--- src/hdl/tps_pkg.sv ---
`default_nettype none
// ----------------------------------------------------------------------------
// tps_pkg: shared types and constants of the triangle plane slicer
// Widths of the fixed-point datapath, register map and queue item layout.
// ----------------------------------------------------------------------------
package tps_pkg;

    localparam int XW    = 32;          // Q16.16 coordinate
    localparam int MW    = XW + 1;      // coordinate difference
    localparam int PW    = MW + XW;     // difference times normal
    localparam int DW    = 67;          // signed distance, Q.32
    localparam int MAW   = 66;          // distance magnitude
    localparam int HALF  = MAW / 2;     // partial product split
    localparam int NUMW  = 98;          // crossing numerator
    localparam int DENW  = 67;          // crossing denominator
    localparam int QW    = 33;          // crossing quotient bits
    localparam int REMW  = DENW;        // divider remainder
    localparam int DIV_LAT = QW + 2;    // load, quotient steps, result
    localparam int FRONT_LAT = 7;

    localparam int ADDR_W = 5;
    localparam int DATA_W = 32;
    localparam int QDEPTH = 4;

    localparam logic [XW-1:0] NORMAL_Z_RST = 32'd65536;
    localparam logic [XW-1:0] TOL_RST      = 32'd43;

    typedef enum logic [2:0] {
        REG_NORMAL_X = 3'd0,
        REG_NORMAL_Y = 3'd1,
        REG_NORMAL_Z = 3'd2,
        REG_ORIGIN_X = 3'd3,
        REG_ORIGIN_Y = 3'd4,
        REG_ORIGIN_Z = 3'd5,
        REG_TOL      = 3'd6
    } reg_idx_t;

    typedef struct packed {
        logic [2:0][XW-1:0] normal;     // x, y, z
        logic [2:0][XW-1:0] origin;
        logic [XW-1:0]      tol;
    } cfg_t;

    // one endpoint coordinate is base +/- round(num / den)
    typedef struct packed {
        logic                         found;
        logic [1:0][2:0][XW-1:0]      base;
        logic [1:0][2:0]              neg;
        logic [1:0][2:0][NUMW-1:0]    num;
        logic [1:0][DENW-1:0]         den;
    } xing_t;

endpackage
`default_nettype wire

--- src/hdl/tps_queue.sv ---
`default_nettype none
// ----------------------------------------------------------------------------
// tps_queue: crossing job queue
// Short FIFO between the set-up front and the divider back.
// ----------------------------------------------------------------------------
module tps_queue #(
    parameter int DEPTH = tps_pkg::QDEPTH
) (
    input  wire             aclk,
    input  wire             aresetn,
    input  wire             push,
    input  tps_pkg::xing_t  push_data,
    input  wire             pop,
    output tps_pkg::xing_t  pop_data,
    output logic            full,
    output logic            empty
);
    import tps_pkg::*;

    localparam int AW = $clog2(DEPTH);
    localparam int CW = $clog2(DEPTH + 1);

    xing_t          mem [DEPTH];
    logic [AW-1:0]  wr_ptr_reg, rd_ptr_reg;
    logic [CW-1:0]  count_reg;

    assign full     = count_reg == CW'(DEPTH);
    assign empty    = count_reg == '0;
    assign pop_data = mem[rd_ptr_reg];

    always_ff @(posedge aclk) begin
        if (push) begin
            mem[wr_ptr_reg] <= push_data;
        end
    end

    always_ff @(posedge aclk) begin
        if (!aresetn) begin
            wr_ptr_reg <= '0;
            rd_ptr_reg <= '0;
            count_reg  <= '0;
        end else begin
            if (push) begin
                wr_ptr_reg <= (wr_ptr_reg == AW'(DEPTH - 1)) ? '0 : wr_ptr_reg + 1'b1;
            end
            if (pop) begin
                rd_ptr_reg <= (rd_ptr_reg == AW'(DEPTH - 1)) ? '0 : rd_ptr_reg + 1'b1;
            end
            if (push && !pop) begin
                count_reg <= count_reg + 1'b1;
            end else if (pop && !push) begin
                count_reg <= count_reg - 1'b1;
            end
        end
    end

endmodule
`default_nettype wire

--- config.mk ---
export PLATFORM = sky130hd
export DESIGN_NAME = tps_queue
export DESIGN_NICKNAME = d
export VERILOG_FILES = /design/src/hdl/tps_pkg.sv /design/src/hdl/tps_queue.sv
export SDC_FILE = /design/constraint.sdc
export NUM_CORES = 2
export LEC_CHECK = 0
export BUFFER_PORTS_ARGS = -buffer_cell sky130_fd_sc_hd__buf_2
export CORE_AREA = 5 5 717 719
export DETAILED_ROUTE_END_ITERATION = 10
export DIE_AREA = 0 0 722 724
export HOLD_SLACK_MARGIN = 0.1
export PLACE_DENSITY = 0.54
export RECOVER_POWER = 50
export SLEW_MARGIN = 20
export SYNTH_ARGS = -nofsm -noshare
export SYNTH_HDL_FRONTEND = slang
export SYNTH_SLANG_ARGS = --single-unit
--- constraint.sdc ---
create_clock -name aclk -period 30.4 [get_ports aclk]
set_clock_uncertainty 0.15 [all_clocks]
set_input_delay 6.08 -clock aclk [delete_from_list [all_inputs] [get_ports aclk]]
set_output_delay 6.08 -clock aclk [all_outputs]
set_load 0.005 [all_outputs]
# After elaboration in Yosys (flattened, before gate mapping)
# Memories as Yosys holds them, arrays and structs flattened. A register that Yosys moved wholly into a read port is not among the register bits.
# Cells that the tools add are included.
[op_classes]
eq_ne = 3
mux = 8
add_sub_neg = 4
n_reduce_logical = 6
[op_table]
columns = ["cell", "n"]
rows = [
  ["2-bit 2-to-1 mux", 4],
  ["3-bit 2-to-1 mux", 2],
  ["2-bit by 1-bit adder with 2-bit output, second input constant", 2],
  ["2-bit equality test, second input constant", 2],
  ["3-bit by 1-bit adder with 3-bit output, second input constant", 1],
  ["3-bit equality test, second input constant", 1],
  ["3-bit logical NOT", 1],
  ["3-bit by 1-bit subtractor with 3-bit output, second input constant", 1],
  ["1-bit logical AND", 2],
  ["1-bit logical NOT", 2],
  ["1-bit 2-to-1 mux", 2],
  ["2-bit nonzero test", 1],
]
[word_totals]
mem_count = 1
ff_bits = 7
mem_bits_rw = 3684
input_bits = 925
output_inout_bits = 923
[mem_list]
columns = ["name", "depth", "word_bits", "read_ports", "rd_clocked_by_memory_dff", "wr", "line_no", "text"]
rows = [
  ["mem", 4, 921, 1, 1, 1, "tps_queue.sv:23", "xing_t mem [DEPTH];"],
]

# Longest topological paths before layout
[depth]
ltp_word = 4
ltp_mapped = 7
ltp_nobuf = 7

# Worst setup path before layout
# Ideal clock, no wire load.
[synth_path]
path_type = "input -> register"
start = "in push"
end = "mem mem[0][0] (netlist bit), enable pin"
n_path_buf = 0
setup_slack_ps = 2154
cell_stages = 1
required_ps = 28841
arrival_ps = 26687
path_cell_list = "and2_1"
[synth_between]
elab_chain_cells = 2
[synth_lines]
columns = ["element", "line_no", "text"]
rows = [
  ["start: declaration", "tps_queue.sv:11", "input wire push,"],
  ["1-bit 2-to-1 mux", "tps_queue.sv:32", "if (push) begin"],
  ["1-bit 2-to-1 mux (not written as such)", "tps_queue.sv:33", "mem[wr_ptr_reg] <= push_data;"],
  ["end: declaration", "tps_queue.sv:23", ""],
]
# Every way passes these cells.

# Worst setup path after layout
[layout_path]
start = "in push"
end = "mem mem[3][756] (netlist bit), enable pin"
# The elaborated chain is that of the path after synthesis.

==> out/metrics.yaml <==
power_and_ir_drop:
  power_frac_comb_pct: 8.4
  switching_share_pct: 22.9
  power_frac_clock_pct: 40.2
  internal_power_mw: 8.86
  p_seq_share_pct: 51.3
  leakage_nw: 50.3
  peakVddDrop_mv: 0.0530
  powerDensity_mw_per_mm2: 70.9
  switchingPower_mw: 2.63
grt:
  grt_max_degree: 129
  antenna_found_initial: 410
  grt_pass1_wl_mm: 584
  grt_use_total_pct: 16.3
  grt-ovfl-total: 0
  first_global_vias: 65477
synthesis:
  ys_ff_latch: 3693
  yosys-top-cells-area: "edfxtp_1 83%, mux4_2 16%, buf_6 0.60%"
  syn-instance-count: 4854
  postSynthAreaPerCell_um2: 27.5
  ys_types: 24
  synthArstFlopShare_pct: 0
  synth_top_cell_by_area: "edfxtp_1"
  synth_fp_nets: 5786
  synth_top_cell_area_share_pct: 82.9
  synth_area_mm2: 0.133
  yosys_warnings: 0
  synth_edf_count: 3684
  ys_seq_area_share_pct: 83.1
  yosys_most_used_dff: "edfxtp_1"
hold_path:
  hp-class: "flip-flop to flip-flop"
  hp-start: "count_reg[2]"
clocking:
  postCtsSetupBuffers: 0
  clk_latency_ps: 960
  root_buffer: "clkbuf_16"
  cts_tree: "yes"
  cts-resized-gates: 0
  numCtsBuffers: 390
  cts.sinks: 3693
  htree_levels: 5
  clk_pin_slew_ps: 60
  holdBufCountCts: 0
  clockBufferDepth: 4
layout:
  final_common_cell: "edfxtp_1"
  largest_reg_flops: 3684
  finish.utilization_pct: 31.9
  areaGrowthSynthToFinish_pct: 21.4
  fin_area_mm2: 0.162
  nNetsFinal: 7915
  drive_gt1_share_pct: 33.6
  final_cell_mix: "3684 x edfxtp_1, 1031 x clkbuf_1, 924 x buf_2, 921 x mux4_2, 395 x clkbuf_16"
sta:
  setup_tns_ps: 0
  tightest_slew_ps: 8050
  max_freq_mhz: 57.9
  period_needed_ps: 17280
  drv_slew: 569
  rsz0062_at_grt: "no"
  min_period_over_period_pct: 56.9
  maxSlewHeadroom_pct: -437
  hold_viol_final: 0
  setup_viol: 0
worst_setup_path:
  end_kind: "flip-flop"
  criticalPathCategory: "primary input to flip-flop"
  r2r_start: "wr_ptr_reg[0]"
  crit_chain: "clkbuf_1, and2_0, clkbuf_1, buf_4, buf_12, buf_4"
  worstPathArrival_ps: 17710
  critPathLaunchType: "primary input"
  critPathSlowestCell: "clkbuf_1"
  cp-startpoint: "push"
  cp.required_ps: 30820
  slowest_delay_ps: 5730
  crit_path_max_fanout: 128
drt:
  postRouteAntennaNets: 0
  drc: 0
  dr_total_vias: 64310
  firstDrtPassIters: 5
  viasPerCell: 4.53
  drt-initial-drc-count: 6102
  routedWlPerCell_um: 31.3
  totalWireLength_mm: 444
outcome:
  status: "finished, violations left"
  violations: "max-capacitance violations, max-slew violations"
floorplanning:
  num_rows: 262
  die-area_mm2: 0.523
  start_util_pct: 26.3
  io_pins: 1848
  core_area_mm2: 0.507
  dieWidth_um: 722
  die_y_um: 724
placement:
  placed_area_mm2: 0.150
  dp_hpwl_mm: 324
  place.gp.congestion: 0.847
  port_buffers: 1847
flow_run:
  maxCapViolations: 11
path summary, 6_finish.rpt:
path / slack [ps] / endpoint / depth (start not counted)
worst min register to register: 410 / count_reg[2] / 2
worst max register to register: 17950 / mem[3][756] / 6
worst max-delay path: 13120 / mem[3][756] / 6
worst min-delay path: 410 / count_reg[2] / 2
power by group through the flow:
stage / registers, mW / logic, mW / clock network, mW
3_5_place_dp: 6.00 / 1.01 / 0
4_1_cts: 5.90 / 1.01 / 4.75
2_1_floorplan: 6.21 / 0.461 / 0
5_1_grt: 5.91 / 1.03 / 4.98
3_3_place_gp: 5.99 / 0.999 / 0
6_report: 5.90 / 0.968 / 4.62
synthesized netlist by cell type (all sizes together), types with 2 or more instances:
library cell	count
inv	4
nor2b	5
dfxtp	9
edfxtp	3684
ha	6
mux4	921
nor3	2
clkbuf	15
and2	5
mux2i	4
buf	190
metal layers:
metal | part of all wire [%] | vias up | GRT usage, %
met2 | 49 | 3047 | 26.9
met1 | 34 | 34163 | 18.4
met3 | 12 | 1124 | 7.59
met5 | 0.29 | - | 0
met4 | 4.4 | 194 | 6.27
li1 | - | 25782 | -
logic make-up (layout without fill, tap and decap cells):
kind of cell / Yosys count / in the layout / share of synthesized area [%]
compound gates: 3 / 3 / 0.0150
other cells: 0 / 147 / 0
xor+xnor: 2 / 2 / 0.0131
buf+inv: 209 / 2657 / 1.17
flops: 3693 / 3693 / 83.1
simple gates: 15 / 15 / 0.0675
fa+ha+maj: 7 / 7 / 0.0713
mux: 925 / 925 / 15.6
area by class of cell:
type / count / area (um^2)
Clock buffer: 496 / 10300
Tap cell: 6732 / 8420
Fill cell: 48358 / 345000
Sequential cell: 3693 / 111000
Multi-Input combinational cell: 952 / 21000
Clock inverter: 215 / 2150
Timing Repair Buffer: 1942 / 8910
Antenna cell: 147 / 368
Inverter: 4 / 15.0
metrics by stage:
step / cells / hold WS [ps] / total power, mW / setup slack (ps)
2_1_floorplan: 4854 / 322 / 6.67 / 2150
3_3_place_gp: 13322 / 336 / 6.99 / 17210
3_5_place_dp: 13322 / 408 / 7.01 / 17110
4_1_cts: 14033 / 415 / 11.7 / 15970
5_1_grt: 14092 / 434 / 11.9 / 12210
6_report: 14181 / 409 / 11.5 / 13120
worst max-delay path, delay by kind of cell:
| kind | cells | cell delay, ps |
|---|---|---|
| buf+inv | 5 | 8760 |
| simple gates | 1 | 2270 |
Note: power is estimated with default switching activity, not from simulation.
