**src/hdl/tps_pkg.sv**
```systemverilog
`default_nettype none
// ----------------------------------------------------------------------------
// tps_pkg: shared types and constants of the triangle plane slicer
// Widths of the fixed-point datapath, register map and queue item layout.
// ----------------------------------------------------------------------------
package tps_pkg;

    localparam int XW    = 32;          // Q16.16 coordinate
    localparam int MW    = XW + 1;      // coordinate difference
    localparam int PW    = MW + XW;     // difference times normal
    localparam int DW    = 67;          // signed distance, Q.32
    localparam int MAW   = 66;          // distance magnitude
    localparam int HALF  = MAW / 2;     // partial product split
    localparam int NUMW  = 98;          // crossing numerator
    localparam int DENW  = 67;          // crossing denominator
    localparam int QW    = 33;          // crossing quotient bits
    localparam int REMW  = DENW;        // divider remainder
    localparam int DIV_LAT = QW + 2;    // load, quotient steps, result
    localparam int FRONT_LAT = 7;

    localparam int ADDR_W = 5;
    localparam int DATA_W = 32;
    localparam int QDEPTH = 4;

    localparam logic [XW-1:0] NORMAL_Z_RST = 32'd65536;
    localparam logic [XW-1:0] TOL_RST      = 32'd43;

    typedef enum logic [2:0] {
        REG_NORMAL_X = 3'd0,
        REG_NORMAL_Y = 3'd1,
        REG_NORMAL_Z = 3'd2,
        REG_ORIGIN_X = 3'd3,
        REG_ORIGIN_Y = 3'd4,
        REG_ORIGIN_Z = 3'd5,
        REG_TOL      = 3'd6
    } reg_idx_t;

    typedef struct packed {
        logic [2:0][XW-1:0] normal;     // x, y, z
        logic [2:0][XW-1:0] origin;
        logic [XW-1:0]      tol;
    } cfg_t;

    // one endpoint coordinate is base +/- round(num / den)
    typedef struct packed {
        logic                         found;
        logic [1:0][2:0][XW-1:0]      base;
        logic [1:0][2:0]              neg;
        logic [1:0][2:0][NUMW-1:0]    num;
        logic [1:0][DENW-1:0]         den;
    } xing_t;

endpackage
`default_nettype wire

```
**src/hdl/tps_cfg.sv**
```systemverilog
`default_nettype none
// ----------------------------------------------------------------------------
// tps_cfg: plane configuration registers
// APB register file holding the plane normal, origin and on-plane tolerance.
// ----------------------------------------------------------------------------
module tps_cfg (
    input  wire                          aclk,
    input  wire                          aresetn,
    input  wire                          psel,
    input  wire                          penable,
    input  wire                          pwrite,
    input  wire  [tps_pkg::ADDR_W-1:0]   paddr,
    input  wire  [tps_pkg::DATA_W-1:0]   pwdata,
    output logic [tps_pkg::DATA_W-1:0]   prdata,
    output logic                         pready,
    output tps_pkg::cfg_t                cfg
);
    import tps_pkg::*;

    cfg_t     cfg_reg;
    logic     wr;
    reg_idx_t idx;

    assign pready = 1'b1;
    assign wr     = psel & penable & pwrite;
    assign idx    = reg_idx_t'(paddr[ADDR_W-1:2]);
    assign cfg    = cfg_reg;

    always_ff @(posedge aclk) begin
        if (!aresetn) begin
            cfg_reg.normal <= {NORMAL_Z_RST, {XW{1'b0}}, {XW{1'b0}}};
            cfg_reg.origin <= '0;
            cfg_reg.tol    <= TOL_RST;
        end else if (wr) begin
            case (idx)
                REG_NORMAL_X: cfg_reg.normal[0] <= pwdata;
                REG_NORMAL_Y: cfg_reg.normal[1] <= pwdata;
                REG_NORMAL_Z: cfg_reg.normal[2] <= pwdata;
                REG_ORIGIN_X: cfg_reg.origin[0] <= pwdata;
                REG_ORIGIN_Y: cfg_reg.origin[1] <= pwdata;
                REG_ORIGIN_Z: cfg_reg.origin[2] <= pwdata;
                REG_TOL:      cfg_reg.tol       <= pwdata;
                default: ;
            endcase
        end
    end

    always_comb begin
        case (idx)
            REG_NORMAL_X: prdata = cfg_reg.normal[0];
            REG_NORMAL_Y: prdata = cfg_reg.normal[1];
            REG_NORMAL_Z: prdata = cfg_reg.normal[2];
            REG_ORIGIN_X: prdata = cfg_reg.origin[0];
            REG_ORIGIN_Y: prdata = cfg_reg.origin[1];
            REG_ORIGIN_Z: prdata = cfg_reg.origin[2];
            REG_TOL:      prdata = cfg_reg.tol;
            default:      prdata = '0;
        endcase
    end

endmodule
`default_nettype wire

```
**config.mk**
```make
export PLATFORM = sky130hd
export DESIGN_NAME = tps_cfg
export DESIGN_NICKNAME = d
export VERILOG_FILES = /design/src/hdl/tps_pkg.sv /design/src/hdl/tps_cfg.sv
export SDC_FILE = /design/constraint.sdc
export NUM_CORES = 1
export LEC_CHECK = 0
export BUFFER_PORTS_ARGS = -buffer_cell sky130_fd_sc_hd__buf_2
export CAP_MARGIN = 30
export CELL_PAD_IN_SITES_DETAIL_PLACEMENT = 0
export CELL_PAD_IN_SITES_GLOBAL_PLACEMENT = 2
export CORE_MARGIN = 2
export CORE_UTILIZATION = 33
export DETAILED_ROUTE_END_ITERATION = 10
export GPL_TIMING_DRIVEN = 0
export MAX_ROUTING_LAYER = met4
export PLACE_DENSITY_LB_ADDON = 0.1
export SLEW_MARGIN = 20
export SYNTH_ARGS = -nofsm -noshare
export SYNTH_HDL_FRONTEND = slang
export SYNTH_SLANG_ARGS = --single-unit
```
**constraint.sdc**
```tcl
create_clock -name aclk -period 3.8 [get_ports aclk]
set_input_delay 0.38 -clock aclk [delete_from_list [all_inputs] [get_ports aclk]]
set_output_delay 0.38 -clock aclk [all_outputs]
set_load 0.01 [all_outputs]
```
* Word level (Yosys, flattened, before mapping) *
Cells that the tools add are included.

cells by class
  equal/unequal tests = 6
  reduce and logical (&&, ||, !) cells = 8
  bitwise gates (word level) = 2
  mux-type cells = 1

operators with widths
  cell                  number
  $pmux W32 S7          1
  $reduce_and A2 Y1     7
  $eq A3 B3 Y1 const B  3
  $eq A3 B2 Y1 const B  2
  $eq A3 B1 Y1 const B  1
  $logic_not A3 Y1      1
  $and A1 B1 Y1         2

word-level totals
  bits in registers = 224
  output and inout port bits = 257
  word-level logic and storage cells = 24
  bits of input ports = 42

* Logic depth before layout (Yosys ltp) *
  depth after elaboration = 3
  gate-level depth with buffers = 6
  gate-level depth less buffers = 3

* Worst setup path after synthesis *
OpenSTA, ideal clock, no wires.

  path kind = input-to-output
  start point = in paddr[3] in the netlist's numbering
  end point = out prdata[10] in the netlist's numbering
  setup slack = 1.871 ns
  path buffers = 4
  data required time = 3.420 ns
  arrival time = 1.549 ns
  stages on the path = 6
  cell sequence = buf_4 > buf_4 > buf_4 > buf_4 > mux2i_1 > a221oi_1

on the way
  longest elaborated chain between the ends = 2
  elaborated cells between the ends (all ways) = 8
  those cells by class = 6 x eq/ne; 1 x mux; 1 x reduce/logical

RTL lines
  item                                  line           RTL
  start: declaration                    tps_cfg.sv:12  input wire [tps_pkg::ADDR_W-1:0] paddr,
  $eq A3 B3 Y1 (tied with other cells)  tps_cfg.sv:49  case (idx)
  $pmux W32 S7 (*)                      tps_cfg.sv:49
  end: declaration                      tps_cfg.sv:14  output logic [tps_pkg::DATA_W-1:0] prdata,

Mark *: on every way between the ends. The rest lies on a longest branch, timed or not.

* Worst setup path in the final report *
  start point = in paddr[4] in the netlist's numbering
  end point = out prdata[26] in the netlist's numbering

The elaborated chain is that of the path after synthesis.

==> summary.md <==
| Metric | Value |
|---|---|
| Clk Latency, worst-skew pair | `between 500 and 600 ps` |
| Max-cap violations | `0` |
| Syn-to-layout area delta | `28.38%` |
| Post-layout util | `0.4301` |
| Worst Tran Pin Value | `about 1100 ps` |
| Initial antenna violation count | `2` |
| CTS tree | `built` |
| Reg2reg end | `cfg[208]$_SDFFE_PN1P_` |
| Post-CTS Setup Bufs | `0` |
| Top cell by count, worst path | `buf_2` |
| Worst slack, placed | `625.1 ps` |
| Die Width | `around 180 µm` |
| Simple-gate share of the synthesized area | `0.1123` |
| Skew final | `0 ps` |
| Synth Area in Adders | `0` |
| Hold/Removal Path Class | `input pin to flop` |
| Final setup violation count | `0` |
| Drt first-iter violations | `about 570` |
| Crit path max-delay family | `buffers and inverters` |
| Die Ht | `177.2 µm` |
| Post-Syn Area | `9902 µm²` |
| R2R Setup Slk | `approximately 3100 ps` |
| Worst-path clk slew | `60 ps` |
| Most common cell after layout, fill and taps aside | `buf_2` |
| Largest net degree at the start of global routing | `13` |
| Pins Over Slew Limit | `0` |
| Remaining Overflow, GRT | `0` |
| Post-route ant nets | `0` |
| Synth async-reset ratio | `0` |
| Pwr per Cell Area | `between 400 and 500 nW/µm²` |
| Worst EP required | `3420 ps` |
| Hold-fix buffers at CTS | `0` |
| Setup ws final | `about 500 ps` |
| Crit path kind | `input pin to output pin` |
| # resized after CTS | `0` |
| Largest family of logic cells by synthesized area | `multiplexers` |
| Routed WL per cell | `25.01 µm` |
| Period utilization | `0.8679` |
| Mux share of post-synthesis cell area | `0.3083` |
| WP buf/inv | `5` |
| PortBufs | `292` |
| CP Capture Type | `output pin` |
| Io pins | `~300` |
| Worst reg2reg path depth | `2` |
| Cells after Synth | `997` |
| Number of global-route vias before repair | `~8600` |
| Total CTS buffers | `26` |
| Setup crit start kind | `input pin` |
| Fin crit period | `3298 ps` |
| Most frequent cells in the layout | `buf_2, mux2i_1, nand2_1, dfxtp_1, clkbuf_1` |
| Peak supply drop | `0.2578 mV` |
| Post-DP HPWL | `29610 µm` |
| CP max FO | `10` |
| Peak Freq | `around 300 MHz` |
| CTS Buffer Depth | `3` |
| Total leakage power | `approximately 5.6 nW` |
| Crit. path cell count | `6` |
| Mean Syn Cell Area | `between 9 and 10 µm²` |
| Final RePlAce weighted congestion | `roughly 0.80` |
| Hold_ws | `177.1 ps` |
| First-pass GRT wire length | `~60000 µm` |
| CP Launch Point | `paddr[4]` |
| Xor-xnor portion of the synthesized cell area | `0` |
| Reg-to-Reg Start | `cfg[208]$_SDFFE_PN1P_` |
| Pre-antenna DRT Iters | `4` |
| Status | `completed` |
| Ys flop type | `dfxtp_1` |
| Largest register FFs | `224` |
| Vias | `8713` |
| Register area share after synthesis | `0.4529` |
| CTS Root Cell | `clkbuf_16` |
| Worst path max stage delay | `750 ps` |
| Clock sinks | `224` |
| Total GRT Usage | `0.2754` |
| Routed WL | `43220 µm` |
| Final hold violations | `0` |
| Starting Density | `0.3350` |
| Core footprint | `between 20000 and 30000 µm²` |
| Post-synth EDFFs | `0` |
| Slew HR | `0.2743` |
| H-tree lvl count | `1` |
| DRC | `0` |
| Syn_nets | `approximately 1000` |
| FF+latch count, synth | `around 220` |
| Post-synthesis compound-gate area fraction | `0.07708` |
| Die Area | `31410 µm²` |
| Synth warn | `0` |
| Critical path's slowest cell | `clkbuf_1` |
| Data arrival time of the critical path | `2920 ps` |
| Critical-path cell list | `buf_2 -> buf_2 -> clkbuf_1 -> clkbuf_1 -> o211ai_1 -> buf_2` |
| Layout cells sized above 1 | `0.3054` |
| Worst setup endpoint | `prdata[26]` |
| RSZ-0062 raised after global routing | `false` |
| Setup tns final | `0 ps` |
| Vias per cell | `around 5` |
| Fin nets | `approximately 1400` |
| Distinct cells, synth | `30` |
| Row cnt | `63` |
Yosys cell counts, types with 3 or more instances:
master | number | area (µm²)
nand2_1 | 264 | 991.0
nor2_1 | 3 | 11.26
a2bb2oi_1 | 13 | 113.9
o311ai_0 | 5 | 43.79
a32oi_1 | 13 | 113.9
buf_2 | 16 | 80.08
buf_4 | 20 | 150.1
o221a_2 | 18 | 202.7
o21ai_0 | 5 | 25.02
a221oi_1 | 18 | 157.7
inv_1 | 23 | 86.33
o211ai_1 | 13 | 97.59
dfxtp_1 | 224 | 4484
mux2i_1 | 287 | 2873
mux2_2 | 14 | 157.7
clkbuf_1 | 43 | 161.4
final cells by class:
| type | instances | area [µm²] |
|---|---|---|
| clock buffers | 41 | 798.3 |
| diodes | 2 | 5.005 |
| well taps | 390 | 488.0 |
| plain buffers | 81 | 399.1 |
| fillers | 3025 | 16850 |
| inverters | 23 | 86.33 |
| flip-flops and latches | 224 | 4484 |
| repair buffers | 292 | 1461 |
| multi-input cells | 669 | 4935 |
| clock inverters | 6 | 55.05 |
how the worst min path moves through the flow:
stage / start / depth (start not counted) / to
2_1_floorplan: cfg[11]$_SDFFE_PN0P_ / 2 / cfg[11]$_SDFFE_PN0P_
3_3_place_gp: cfg[51]$_SDFFE_PN0P_ / 2 / cfg[51]$_SDFFE_PN0P_
3_5_place_dp: cfg[64]$_SDFFE_PN0P_ / 2 / cfg[64]$_SDFFE_PN0P_
4_1_cts: pwdata[5] / 3 / cfg[5]$_SDFFE_PN1P_
5_1_grt: pwdata[5] / 3 / cfg[5]$_SDFFE_PN1P_
6_report: pwdata[3] / 3 / cfg[3]$_SDFFE_PN1P_
stage by stage:
| stage | instance area [µm²] | instances | power [W] |
|---|---|---|---|
| after floorplan | 9902 | 997 | 0.002650 |
| after global placement | 11850 | 1679 | 0.002858 |
| after detailed placement | 11850 | 1679 | 0.002858 |
| after CTS | 12710 | 1726 | 0.005376 |
| after global routing | 12710 | 1728 | 0.005499 |
| final | 12710 | 1728 | 0.005338 |
layer usage:
metal / track usage / wire (µm) / part of all wire
met1: 0.3545 / 19410 / 0.45
met2: 0.4549 / 20600 / 0.48
met4: 0.05475 / 724 / 0.017
met3: 0.04747 / 2485 / 0.057
met5: - / 0 / 0
where the power goes:
| part | switching, W | leakage (nW) | internal (W) | total (W) |
|---|---|---|---|---|
| clock | 0.00103 | 0.425 | 0.00150 | 0.00253 |
| sequential | 0.0000154 | 1.81 | 0.00237 | 0.00238 |
| combinational | 0.000301 | 3.36 | 0.000124 | 0.000425 |
kinds of logic (layout without fill, tap and decap cells):
kind of cell           after synthesis  after routing
other                                1              3
muxes                              302            302
and+or+nand+nor                    280            280
AOI/OAI and AO/OA                   86             86
buffers and inverters              104            443
DFF                                224            224
worst reg2reg max path, cell delays in order (launching register included):
cell and delay, ps:
dfxtp_1 340, o21ai_0 80, o311ai_0 150
Note: power is estimated with default switching activity, not from simulation.
